**src/hdl/selt_pkg.sv**
```systemverilog
// Package: types and constants for the shared/exclusive lock table.
package selt_pkg;
    localparam int NumTx  = 16;
    localparam int NumRes = 64;
    localparam int TxW    = $clog2(NumTx);
    localparam int ResW   = $clog2(NumRes);
    localparam int EntW   = 1 + TxW + 2 * NumTx;
    localparam int QDepth = 2;

    typedef enum logic [1:0] {
        CMD_SHARED  = 2'd0,
        CMD_EXCL    = 2'd1,
        CMD_RELEASE = 2'd2,
        CMD_QUERY   = 2'd3
    } t_cmd;

    typedef enum logic [1:0] {
        ST_GRANTED  = 2'd0,
        ST_WAIT     = 2'd1,
        ST_RELEASED = 2'd2,
        ST_QUERY    = 2'd3
    } t_status;

    typedef enum logic [2:0] {
        S_INIT, S_IDLE, S_READ, S_ACQ, S_SWEEP, S_OUT
    } t_state;

    typedef struct packed {
        t_cmd              cmd;
        logic [TxW-1:0]    tx;
        logic [ResW-1:0]   res;
        logic              tx_ok;
        logic              res_ok;
    } t_job;

    typedef struct packed {
        logic               excl_valid;
        logic [TxW-1:0]     excl_owner;
        logic [NumTx-1:0]   shared_set;
        logic [NumTx-1:0]   waiter_set;
    } t_entry;
endpackage

```
**src/hdl/selt_if.sv**
```systemverilog
// Interfaces: request and response channels.
interface selt_req_if;
    logic       valid;
    logic       ready;
    logic [1:0] command;
    logic [3:0] tx_id;
    logic [5:0] resource_id;
    modport source (output valid, command, tx_id, resource_id, input ready);
    modport sink (input valid, command, tx_id, resource_id, output ready);
endinterface

interface selt_rsp_if;
    logic        valid;
    logic        ready;
    logic [1:0]  status;
    logic [15:0] wait_for_set;
    modport source (output valid, status, wait_for_set, input ready);
    modport sink (input valid, status, wait_for_set, output ready);
endinterface

```
**src/hdl/selt_ram.sv**
```systemverilog
// Generic single-port-write RAM with registered read.
module selt_ram #(
    parameter int Width = 8,
    parameter int Depth = 16
) (
    input  logic                     i_clk,
    input  logic                     i_we,
    input  logic [$clog2(Depth)-1:0] i_waddr,
    input  logic [Width-1:0]         i_wdata,
    input  logic [$clog2(Depth)-1:0] i_raddr,
    output logic [Width-1:0]         o_rdata
);
    logic [Width-1:0] r_mem [Depth];
    logic [Width-1:0] r_rdata;

    always_ff @(posedge i_clk) begin
        if (i_we) begin
            r_mem[i_waddr] <= i_wdata;
        end
        r_rdata <= r_mem[i_raddr];
    end

    assign o_rdata = r_rdata;
endmodule

```
**src/hdl/selt_front.sv**
```systemverilog
// Front end: accepts requests, classifies them, queues jobs.
module selt_front (
    input  logic                i_clk,
    input  logic                i_rst_n,
    selt_req_if.sink            req,
    output logic                o_job_valid,
    output selt_pkg::t_job      o_job,
    input  logic                i_job_pop
);
    localparam int PtrW = $clog2(selt_pkg::QDepth);

    selt_pkg::t_job r_q [selt_pkg::QDepth];
    logic [PtrW-1:0] r_wr, r_rd;
    logic [PtrW:0]   r_cnt;
    logic            push;
    selt_pkg::t_job  job_in;

    always_comb begin
        job_in.cmd    = selt_pkg::t_cmd'(req.command);
        job_in.tx     = req.tx_id[selt_pkg::TxW-1:0];
        job_in.res    = req.resource_id[selt_pkg::ResW-1:0];
        job_in.tx_ok  = {28'd0, req.tx_id} < selt_pkg::NumTx;
        job_in.res_ok = {26'd0, req.resource_id} < selt_pkg::NumRes;
    end

    assign req.ready   = r_cnt != (PtrW+1)'(selt_pkg::QDepth);
    assign push        = req.valid && req.ready;
    assign o_job_valid = r_cnt != '0;
    assign o_job       = r_q[r_rd];

    always_ff @(posedge i_clk) begin
        if (push) begin
            r_q[r_wr] <= job_in;
        end
        if (!i_rst_n) begin
            r_wr  <= '0;
            r_rd  <= '0;
            r_cnt <= '0;
        end else begin
            if (push) r_wr <= r_wr + 1'b1;
            if (i_job_pop) r_rd <= r_rd + 1'b1;
            r_cnt <= r_cnt + (PtrW+1)'(push) - (PtrW+1)'(i_job_pop);
        end
    end

    assert property (@(posedge i_clk) disable iff (!i_rst_n)
        r_cnt <= (PtrW+1)'(selt_pkg::QDepth)) else $error("queue overflow");
    assert property (@(posedge i_clk) disable iff (!i_rst_n)
        i_job_pop |-> o_job_valid) else $error("pop from empty queue");
    assert property (@(posedge i_clk) disable iff (!i_rst_n)
        (push && !i_job_pop) |=> r_cnt == $past(r_cnt) + 1'b1)
        else $error("count slip");
endmodule

```
**src/hdl/selt_back.sv**
```systemverilog
// Back end: lock table memory, acquire, release and query sequencer.
module selt_back (
    input  logic           i_clk,
    input  logic           i_rst_n,
    input  logic           i_job_valid,
    input  selt_pkg::t_job i_job,
    output logic           o_job_pop,
    selt_rsp_if.source     rsp
);
    localparam int RW = selt_pkg::ResW;
    localparam int NT = selt_pkg::NumTx;

    selt_pkg::t_state r_state, n_state;
    selt_pkg::t_job   r_job, n_job;
    logic [RW:0]      r_addr, n_addr;
    logic [RW-1:0]    r_wa, n_wa;
    logic             r_wv, n_wv;
    logic [NT-1:0]    r_acc, n_acc;
    logic [1:0]       r_st, n_st;

    logic                  we;
    logic [RW-1:0]         waddr, raddr;
    selt_pkg::t_entry      wdata, rd, ent;
    logic [NT-1:0]         me;
    logic                  other_excl, blocked;

    selt_ram #(.Width(selt_pkg::EntW), .Depth(selt_pkg::NumRes)) u_ram (
        .i_clk(i_clk), .i_we(we), .i_waddr(waddr), .i_wdata(wdata),
        .i_raddr(raddr), .o_rdata(rd)
    );

    assign me = NT'(1) << r_job.tx;
    assign other_excl = rd.excl_valid && rd.excl_owner != r_job.tx;
    assign blocked = other_excl || (r_job.cmd == selt_pkg::CMD_EXCL &&
                     rd.shared_set != '0 && rd.shared_set != me);
    assign raddr = r_addr[RW-1:0];

    always_comb begin
        n_state = r_state;
        unique case (r_state)
            selt_pkg::S_INIT:  if (r_addr == (RW+1)'(selt_pkg::NumRes - 1))
                                   n_state = selt_pkg::S_IDLE;
            selt_pkg::S_IDLE: begin
                if (i_job_valid) begin
                    if ((i_job.cmd == selt_pkg::CMD_SHARED ||
                         i_job.cmd == selt_pkg::CMD_EXCL) &&
                        !(i_job.tx_ok && i_job.res_ok))
                        n_state = selt_pkg::S_OUT;
                    else if (i_job.cmd == selt_pkg::CMD_SHARED ||
                             i_job.cmd == selt_pkg::CMD_EXCL)
                        n_state = selt_pkg::S_READ;
                    else if (!i_job.tx_ok)
                        n_state = selt_pkg::S_OUT;
                    else
                        n_state = selt_pkg::S_SWEEP;
                end
            end
            selt_pkg::S_READ:  n_state = selt_pkg::S_ACQ;
            selt_pkg::S_ACQ:   n_state = selt_pkg::S_OUT;
            selt_pkg::S_SWEEP: if (r_addr == (RW+1)'(selt_pkg::NumRes))
                                   n_state = selt_pkg::S_OUT;
            selt_pkg::S_OUT:   if (rsp.ready) n_state = selt_pkg::S_IDLE;
            default:           n_state = selt_pkg::S_IDLE;
        endcase
    end

    always_comb begin
        n_job = r_job;
        n_addr = r_addr;
        n_wa = r_wa;
        n_wv = 1'b0;
        n_acc = r_acc;
        n_st = r_st;
        we = 1'b0;
        waddr = r_wa;
        wdata = '0;
        ent = rd;
        o_job_pop = 1'b0;
        unique case (r_state)
            selt_pkg::S_INIT: begin
                we = 1'b1;
                waddr = r_addr[RW-1:0];
                n_addr = r_addr + 1'b1;
            end
            selt_pkg::S_IDLE: begin
                o_job_pop = i_job_valid;
                n_job = i_job;
                n_acc = '0;
                n_st = (i_job.cmd == selt_pkg::CMD_RELEASE) ? selt_pkg::ST_RELEASED :
                       (i_job.cmd == selt_pkg::CMD_QUERY) ? selt_pkg::ST_QUERY :
                       selt_pkg::ST_WAIT;
                n_addr = (i_job.cmd == selt_pkg::CMD_SHARED ||
                          i_job.cmd == selt_pkg::CMD_EXCL) ?
                         {1'b0, i_job.res} : '0;
            end
            selt_pkg::S_READ: ;
            selt_pkg::S_ACQ: begin
                we = 1'b1;
                waddr = r_job.res;
                if (blocked) begin
                    ent.waiter_set = rd.waiter_set | me;
                    n_st = selt_pkg::ST_WAIT;
                end else begin
                    ent.waiter_set = rd.waiter_set & ~me;
                    n_st = selt_pkg::ST_GRANTED;
                    if (r_job.cmd == selt_pkg::CMD_EXCL) begin
                        ent.excl_valid = 1'b1;
                        ent.excl_owner = r_job.tx;
                        ent.shared_set = '0;
                    end else begin
                        ent.shared_set = rd.shared_set | me;
                    end
                end
                wdata = ent;
            end
            selt_pkg::S_SWEEP: begin
                // read of address r_addr issued; data for r_wa valid when r_wv
                if (r_addr != (RW+1)'(selt_pkg::NumRes)) begin
                    n_addr = r_addr + 1'b1;
                    n_wa = r_addr[RW-1:0];
                    n_wv = 1'b1;
                end
                if (r_wv) begin
                    if (r_job.cmd == selt_pkg::CMD_RELEASE) begin
                        ent.shared_set = rd.shared_set & ~me;
                        ent.waiter_set = rd.waiter_set & ~me;
                        if (rd.excl_valid && rd.excl_owner == r_job.tx) begin
                            ent.excl_valid = 1'b0;
                            ent.excl_owner = '0;
                        end
                        we = 1'b1;
                        wdata = ent;
                    end else if ((rd.waiter_set & me) != '0) begin
                        n_acc = rd.excl_valid ? (r_acc | (NT'(1) << rd.excl_owner)) :
                                (r_acc | (rd.shared_set & ~me));
                    end
                end
            end
            selt_pkg::S_OUT: ;
            default: ;
        endcase
    end

    assign rsp.valid = r_state == selt_pkg::S_OUT;
    assign rsp.status = r_st;
    assign rsp.wait_for_set = 16'(r_acc);

    always_ff @(posedge i_clk) begin
        r_job <= n_job;
        r_wa <= n_wa;
        r_acc <= n_acc;
        r_st <= n_st;
        if (!i_rst_n) begin
            r_state <= selt_pkg::S_INIT;
            r_addr <= '0;
            r_wv <= 1'b0;
        end else begin
            r_state <= n_state;
            r_addr <= n_addr;
            r_wv <= n_wv;
        end
    end

    assert property (@(posedge i_clk) disable iff (!i_rst_n)
        o_job_pop |-> r_state == selt_pkg::S_IDLE) else $error("pop while busy");
    assert property (@(posedge i_clk) disable iff (!i_rst_n)
        (rsp.valid && !rsp.ready) |=> rsp.valid) else $error("response dropped");
    assert property (@(posedge i_clk) disable iff (!i_rst_n)
        (rsp.valid && rsp.status != selt_pkg::ST_QUERY) |-> rsp.wait_for_set == '0)
        else $error("nonzero set on non-query");
endmodule

```
**src/hdl/shared_exclusive_lock_table_unit.sv**
```systemverilog
// Top level: shared/exclusive lock table unit.
// After reset the table is cleared entry by entry, during which the sequencer
// starts no job, though the queue still takes requests. An acquire does one
// table read, one write and one response; release-all and query sweep every
// resource entry of the table memory. A two-entry request queue lets new
// requests be taken while the table sequencer works.
module shared_exclusive_lock_table_unit (
    input  logic       i_clk,
    input  logic       i_rst_n,
    selt_req_if.sink   req,
    selt_rsp_if.source rsp
);
    logic            job_valid;
    logic            job_pop;
    selt_pkg::t_job  job;

    selt_front u_front (
        .i_clk(i_clk), .i_rst_n(i_rst_n), .req(req),
        .o_job_valid(job_valid), .o_job(job), .i_job_pop(job_pop)
    );

    selt_back u_back (
        .i_clk(i_clk), .i_rst_n(i_rst_n), .i_job_valid(job_valid),
        .i_job(job), .o_job_pop(job_pop), .rsp(rsp)
    );
endmodule
```
**src/flat_wrapper.sv**
```systemverilog
// flat-port wrapper written by rule: the top's interface ports become plain ports
module shared_exclusive_lock_table_unit_flat 
  (i_clk, i_rst_n, req_valid, req_command, req_tx_id, req_resource_id, req_ready, rsp_valid, rsp_status, rsp_wait_for_set, rsp_ready);
  selt_req_if req_i ();
  selt_rsp_if rsp_i ();
  input  logic i_clk;
  input  logic i_rst_n;
  input wire logic [$bits(req_i.valid)-1:0] req_valid;
  input wire logic [$bits(req_i.command)-1:0] req_command;
  input wire logic [$bits(req_i.tx_id)-1:0] req_tx_id;
  input wire logic [$bits(req_i.resource_id)-1:0] req_resource_id;
  output wire logic [$bits(req_i.ready)-1:0] req_ready;
  output wire logic [$bits(rsp_i.valid)-1:0] rsp_valid;
  output wire logic [$bits(rsp_i.status)-1:0] rsp_status;
  output wire logic [$bits(rsp_i.wait_for_set)-1:0] rsp_wait_for_set;
  input wire logic [$bits(rsp_i.ready)-1:0] rsp_ready;
  assign req_i.valid = req_valid;
  assign req_i.command = req_command;
  assign req_i.tx_id = req_tx_id;
  assign req_i.resource_id = req_resource_id;
  assign req_ready = req_i.ready;
  assign rsp_valid = rsp_i.valid;
  assign rsp_status = rsp_i.status;
  assign rsp_wait_for_set = rsp_i.wait_for_set;
  assign rsp_i.ready = rsp_ready;
  shared_exclusive_lock_table_unit u_core (.i_clk(i_clk), .i_rst_n(i_rst_n), .req(req_i), .rsp(rsp_i));
endmodule
```
**config.mk**
```make
export PLATFORM = sky130hd
export DESIGN_NAME = shared_exclusive_lock_table_unit_flat
export DESIGN_NICKNAME = d
export VERILOG_FILES = /design/src/hdl/selt_pkg.sv /design/src/hdl/selt_if.sv /design/src/hdl/selt_ram.sv /design/src/hdl/selt_front.sv /design/src/hdl/selt_back.sv /design/src/hdl/shared_exclusive_lock_table_unit.sv /design/src/flat_wrapper.sv
export SDC_FILE = /design/constraint.sdc
export NUM_CORES = 2
export LEC_CHECK = 0
export BUFFER_PORTS_ARGS = -buffer_cell sky130_fd_sc_hd__buf_4
export CAP_MARGIN = 30
export CELL_PAD_IN_SITES_DETAIL_PLACEMENT = 2
export CELL_PAD_IN_SITES_GLOBAL_PLACEMENT = 2
export CORE_ASPECT_RATIO = 0.75
export CORE_MARGIN = 8
export CORE_UTILIZATION = 30
export DETAILED_ROUTE_END_ITERATION = 8
export PLACE_DENSITY_LB_ADDON = 0.1
export REMOVE_ABC_BUFFERS = 1
export SLEW_MARGIN = 20
export SYNTH_ARGS = -nofsm -noshare
export SYNTH_HDL_FRONTEND = slang
export SYNTH_SLANG_ARGS = --single-unit
```
**constraint.sdc**
```tcl
create_clock -name i_clk -period 14.5 [get_ports i_clk]
set_input_delay 0.725 -clock i_clk [delete_from_list [all_inputs] [get_ports i_clk]]
set_output_delay 0.725 -clock i_clk [all_outputs]
set_load 0.005 [all_outputs]
```
* Word level (Yosys, flattened, before mapping) *
Memory sizes are Yosys's and may differ from the RTL's. A register that Yosys moved wholly into a read port is not among the register bits.
Cells that the tools add are included.

word-level totals
  bits in latches = 0
  memories kept = 2
  word-level logic and storage cells = 118
  ROM bits = 0
  RAM bits = 2,392
  register bits = 51
  bits of input ports = 16
  output and inout bits = 20

cells by class
  add/sub/neg operators = 5
  divide/modulo/power cells = 0
  eq/ne operators = 25
  order comparisons = 0
  $mul = 0
  shift operators = 2
  reductions and logical operators = 24
  bitwise logic cells = 8
  muxes and demuxes = 40

memory list
  memory                     depth  width  read ports  clocked after memory_dff  write ports  RTL line          text
  u_core.u_back.u_ram.r_mem  64     37     1           1                         1            selt_ram.sv:13    logic [Width-1:0] r_mem [Depth];
  u_core.u_front.r_q         2      12     1           1                         1            selt_front.sv:12  selt_pkg::t_job r_q [selt_pkg::QDepth];

operators by type and width
  operator              number
  $mux 16               6
  $mux 37               2
  $pmux 37 s2           1
  $or 16x16->16         4
  $and 16x16->16        3
  $pmux 16 s2           1
  $reduce_bool 16->1    2
  $shl 1x4->16 const A  2
  $mux 21               1
  $pmux 7 s3            1
  $mux 3                6
  $pmux 3 s6            1
  $ne 16x16->1          1
  $ne 2x2->1 const B    8
  $not 16->16           1
  $mux 1                12
  $pmux 6 s2            1
  $mux 5                2
  $reduce_and 4->1      2
  $add 7x1->7 const B   1
  $eq 7x6->1 const B    1
  $eq 7x7->1 const B    1
  $mux 7                1
  $ne 7x7->1 const B    1
  other kinds (25)      42

* Longest topological paths before layout *
  word-level depth = 9
  depth in mapped cells = 12
  gate-level depth less buffers = 9

* By module *
Synthesis repeated with hierarchy kept, for this count alone.

second synthesis, totals
  cell total of the unflattened synthesis = 4,407
  area total of the unflattened synthesis = 95,223.8 um^2

modules (own cells, without submodules)
  module      seq. area each (um^2)  area each (um^2)  cells each  instances
  selt_ram    71,848.9               90,465.5          3,922       1
  selt_back   1,301.2                3,612.2           417         1
  selt_front  820.8                  1,146.1           68          1

* Least setup slack after synthesis *
No wires, ideal clock.

  kind = register -> register
  start = register u_core.u_back.r_job[9] in the netlist's numbering
  end = memory u_core.u_back.u_ram.r_mem[0][29] in the netlist's numbering (data pin)
  stages on the path, launching flop included = 12
  library setup time = 702 ps
  setup slack = 8,790 ps
  path buffers = 3
  required time = 13,798 ps
  arrival = 5,008 ps
  path through = edfxtp_1 > buf_2 > clkbuf_1 > nor2_1 > nand2_1 > ha_1 > nor4_1 > nand4_1 > a32o_1 > clkbuf_1 > mux2i_1 > o21ai_0

on the way
  longest elaborated chain between the ends = 6

ends and longest elaborated chain
  element                                                     RTL line                            text
  from (decl)                                                 selt_back.sv:14                     selt_pkg::t_job r_job, n_job;
  from (signal assigned)                                      selt_back.sv:149                    r_job <= n_job;
  $shl 1x4->16                                                selt_back.sv:32                     assign me = NT'(1) << r_job.tx;
  $ne 16x16->1 / $not 16->16 (equally long branches)          selt_back.sv:35, selt_back.sv:125
  $logic_and 1x1->1 / $and 16x16->16 (equally long branches)  selt_back.sv:35, selt_back.sv:125
  $logic_or 1x1->1 / $mux 37 (equally long branches)          selt_back.sv:34, selt_back.sv:124
  $mux 21 / $mux 37 (equally long branches)                   selt_back.sv:100, selt_back.sv:123
  $pmux 37 s2 (*)                                             selt_back.sv:79                     unique case (r_state)
  via u_core.u_back.u_ram.i_wdata[29]                         selt_ram.sv:9                       input logic [Width-1:0] i_wdata,
  to (decl)                                                   selt_ram.sv:13

The timed path passes the listed nets; every way through them passes the cells marked *.

==> impl_metrics.toml <==
[status]
status = "finished, final reports clean"

[sta]
skew_ns = 0.03563
max_freq_mhz = 167.3
hold_viol = 0
fin_crit_sh_pct = 41.22
min_period_ns = 5.977
slew_headroom_pct = 31.80
worst_slew_pin_slew_ns = 1.023
whs_ns = 0.08469
fin_tns_setup_ns = 0
slew_viol_final = 0
setup_viol = 0
rsz0062_at_grt = "no"

[yosys]
ys_seq_area_share_pct = 77.25
postSynth.asyncResetShare_pct = 0
synth-seq-cells = 2481
synth_edf_count = 2428
synth_top_flop_cell = "edfxtp_1"
synth_cells = 4446
syn_avg_cell_area_um2 = 21.54
synth_warnings = 0
netlist_area_um2 = 95760
synth.distinct_cells = 58

[cts]
clock_latency_ns = 0.86
cts_buffers = 270
clk_pin_slew_ns = 0.06
htree_levels = 5
cts_tree = "built"
cts.path.max_buffers = 4
clkSinkCount = 2481
cts_resized = 0
cts_root_buf = "clkbuf_16"

[power]
p_comb_share_pct = 27.0
p_clk_share_pct = 30.5
intPower_w = 0.01472
p_per_area_nw_per_um2 = 196.4
p_leak_nw = 32.64
p_total_w = 0.02185
switching_share_pct = 32.61
vdd_drop_max_v = 0.0001153
power_switching_w = 0.007126
p_seq_share_pct = 42.5

[detailed_routing]
vias_per_cell = 5.302
vias = 48690
wl_per_cell_um = 37.46
drc_errors = 0
ant_nets = 0
firstDrtPassIters = 5
routed_wl_um = 344000
drtIter0Drc = 4817

[global_route]
grt_use_total_pct = 20.02
antenna_found_initial = 19
overflow = 0
grt_first_pass_wirelength_um = 466300
grt_pass1_vias = 51060
grt_max_degree = 106

[placed_design]
portBuffers = 35
routabilityCongestion = 0.7651
dp_hpwl_um = 196700

[setup_path]
worst_setup_path_start_kind = "flip-flop"
ff2ff_setup_slack_ns = 8.52
worstRegToRegCells = 10
critPathCaptureType = "flip-flop"
crit_type = "flip-flop to flip-flop"
cp_max_fo = 74
arrival_ns = 6.68
required_ns = 15.20

[die]
ioPinCount = 36
dieArea_um2 = 337700
rows = 179
die_width_um = 668.4
core_area_um2 = 317400
start_util_pct = 30.17
die_y_um = 505.3

[worst_hold_path]
whs_path_depth = 1
hp-class = "input port to flip-flop"

[run]
max-cap-violations = 0

[finish]
nets = 4785
n_fill_cell = 30480
syn_to_final_growth_pct = 16.17
drive_above_1_share_pct = 27.21
final_util_pct = 35.05
-- layout by cell type, fill, tap and decap left out, drive strengths merged, types with 4 or more instances in the layout --
cell / instances
bufinv: 12
a22o: 14
a221o: 18
mux2: 23
a2bb2oi: 6
a21oi: 114
nor3b: 4
clkbuf: 360
and2: 10
xnor2: 4
edfxtp: 2428
a211oi: 13
xor2: 6
nor2b: 19
nor2: 133
a221oi: 26
diode: 6
buf: 245
ha: 36
inv: 31
a31oi: 6
a22oi: 61
o22ai: 61
mux4: 589
nand2b: 5
or2: 4
o211ai: 7
nor4: 9
mux2i: 159
dlygate4sd3: 9
nand4: 25
o21ai: 39
dfxtp: 53
nand2: 183
o221ai: 9
clkinv: 89
nor3: 24
nand3: 48
o22a: 13
-- flip-flops by register name (all words and copies together) (netlist names), named ones only --
name	cells
u_core.u_back.r_addr	7
u_core.u_front.r_wr	1
u_core.u_front.r_q	24
u_core.u_front.r_rd	1
u_core.u_back.u_ram.r_mem	2368
u_core.u_back.r_state	3
u_core.u_front.r_cnt	2
u_core.u_back.rsp.wait_for_set	16
u_core.u_back.rsp.status	2
u_core.u_back.r_job	12
u_core.u_back.r_wv	1
u_core.u_back.u_ram.o_rdata	37
u_core.u_back.r_wa	6
-- power by group through the flow --
stage	logic [W]	registers [W]	clock network, W
floorplan	0.00422	0.00960	0
global placement	0.00591	0.00942	0
detailed placement	0.00602	0.00943	0
CTS	0.00605	0.00929	0.00687
global route	0.00623	0.00935	0.00711
finish	0.00589	0.00928	0.00667
-- layout make-up --
class                      instances  area [µm²]  share of cell area, %
tap                             4253        5321                  4.784
timing repair buffer             256        2166                  1.947
clock buffer                     358        7441                  6.689
antenna                            6       15.01                0.01350
sequential                      2481       73990                  66.51
inverter                          28       112.6                 0.1012
multi-input combinational       1696       21420                  19.25
clock inverter                   105       780.7                 0.7019
-- routing by layer --
layer | global-route usage, % | vias to the layer above | part of all wire (%)
li1 | - | 19300 | -
met1 | 30.42 | 27810 | 48
met2 | 30.81 | 1227 | 45
met3 | 2.570 | 350 | 4.5
met4 | 3.977 | 0 | 1.9
met5 | 0 | - | 0
-- logic make-up after synthesis --
group,count (synthesis),synth area share [%]
AOI/OAI and AO/OA,402,2.829
xor gates and xnor gates,10,0.09146
adders and majority gates,36,0.4704
buffers and inverters,269,1.348
DFF,2481,77.25
muxes,771,15.79
and+or+nand+nor,477,2.228
-- repair_timing --
item,4_1_cts,5_1_grt
endpoints found under the hold margin,17,0
buffers inserted,0,0
hold buffers,9,0
endpoints found under the setup margin,0,0
-- worst paths after layout --
kind | startpoint | to
setup reg to reg | u_core.u_back.r_addr[0] | u_core.u_back.u_ram.o_rdata[6]
hold / removal | req_tx_id[0] | u_core.u_front.r_q[1][6]
hold reg to reg | u_core.u_front.r_rd | flip-flop
setup / recovery | u_core.u_back.r_addr[0] | u_core.u_back.u_ram.o_rdata[6]
-- critical path, cell delays in order (launching register included) --
cell	delay [ns]
dfxtp_4	0.62
buf_4	0.65
buf_12	0.53
buf_4	0.67
buf_4	0.64
buf_4	0.69
mux4_2	0.61
mux2i_1	0.15
o22ai_1	0.10
a211oi_1	0.76
nand2_1	0.11
-- cell usage after synthesis, types with 4 or more instances --
master | instances | area [µm²]
a211oi_1 | 13 | 97.59
nand2b_1 | 5 | 31.28
a221oi_1 | 26 | 227.7
buf_1 | 28 | 105.1
dfxtp_1 | 53 | 1061
nand4_1 | 25 | 156.4
edfxtp_1 | 2428 | 72910
o221ai_1 | 9 | 78.83
nor3_1 | 24 | 120.1
nand3_1 | 48 | 240.2
a31oi_1 | 6 | 37.54
xor2_1 | 6 | 52.55
ha_1 | 36 | 450.4
and2_1 | 9 | 56.30
or2_2 | 4 | 25.02
o211ai_1 | 7 | 52.55
clkinv_1 | 4 | 15.01
a22oi_1 | 61 | 457.9
buf_2 | 87 | 435.4
clkbuf_1 | 90 | 337.8
a21oi_1 | 114 | 570.6
o22ai_1 | 61 | 381.6
buf_4 | 26 | 195.2
mux2i_1 | 159 | 1592
a22o_1 | 14 | 122.6
nor4_1 | 9 | 56.30
nor2b_1 | 19 | 118.9
o21ai_0 | 39 | 195.2
nor2_1 | 133 | 499.2
inv_1 | 24 | 90.09
a221o_1 | 18 | 180.2
mux4_2 | 589 | 13270
o22a_1 | 13 | 113.9
a2bb2oi_1 | 6 | 52.55
xnor2_1 | 4 | 35.03
mux2_2 | 23 | 259.0
nand2_1 | 183 | 686.9
nor3b_1 | 4 | 30.03
buf_6 | 10 | 112.6
-- metrics by stage --
step,area (µm²),cells,setup WS [ns]
after global routing,111200,9178,7.945
final,111200,9183,8.523
after global placement,102400,8679,8.309
after detailed placement,102900,8701,8.264
after CTS,111200,9173,8.279
after floorplan,94570,4205,-19.11
No activity file was read; power rests on OpenSTA's default activity.
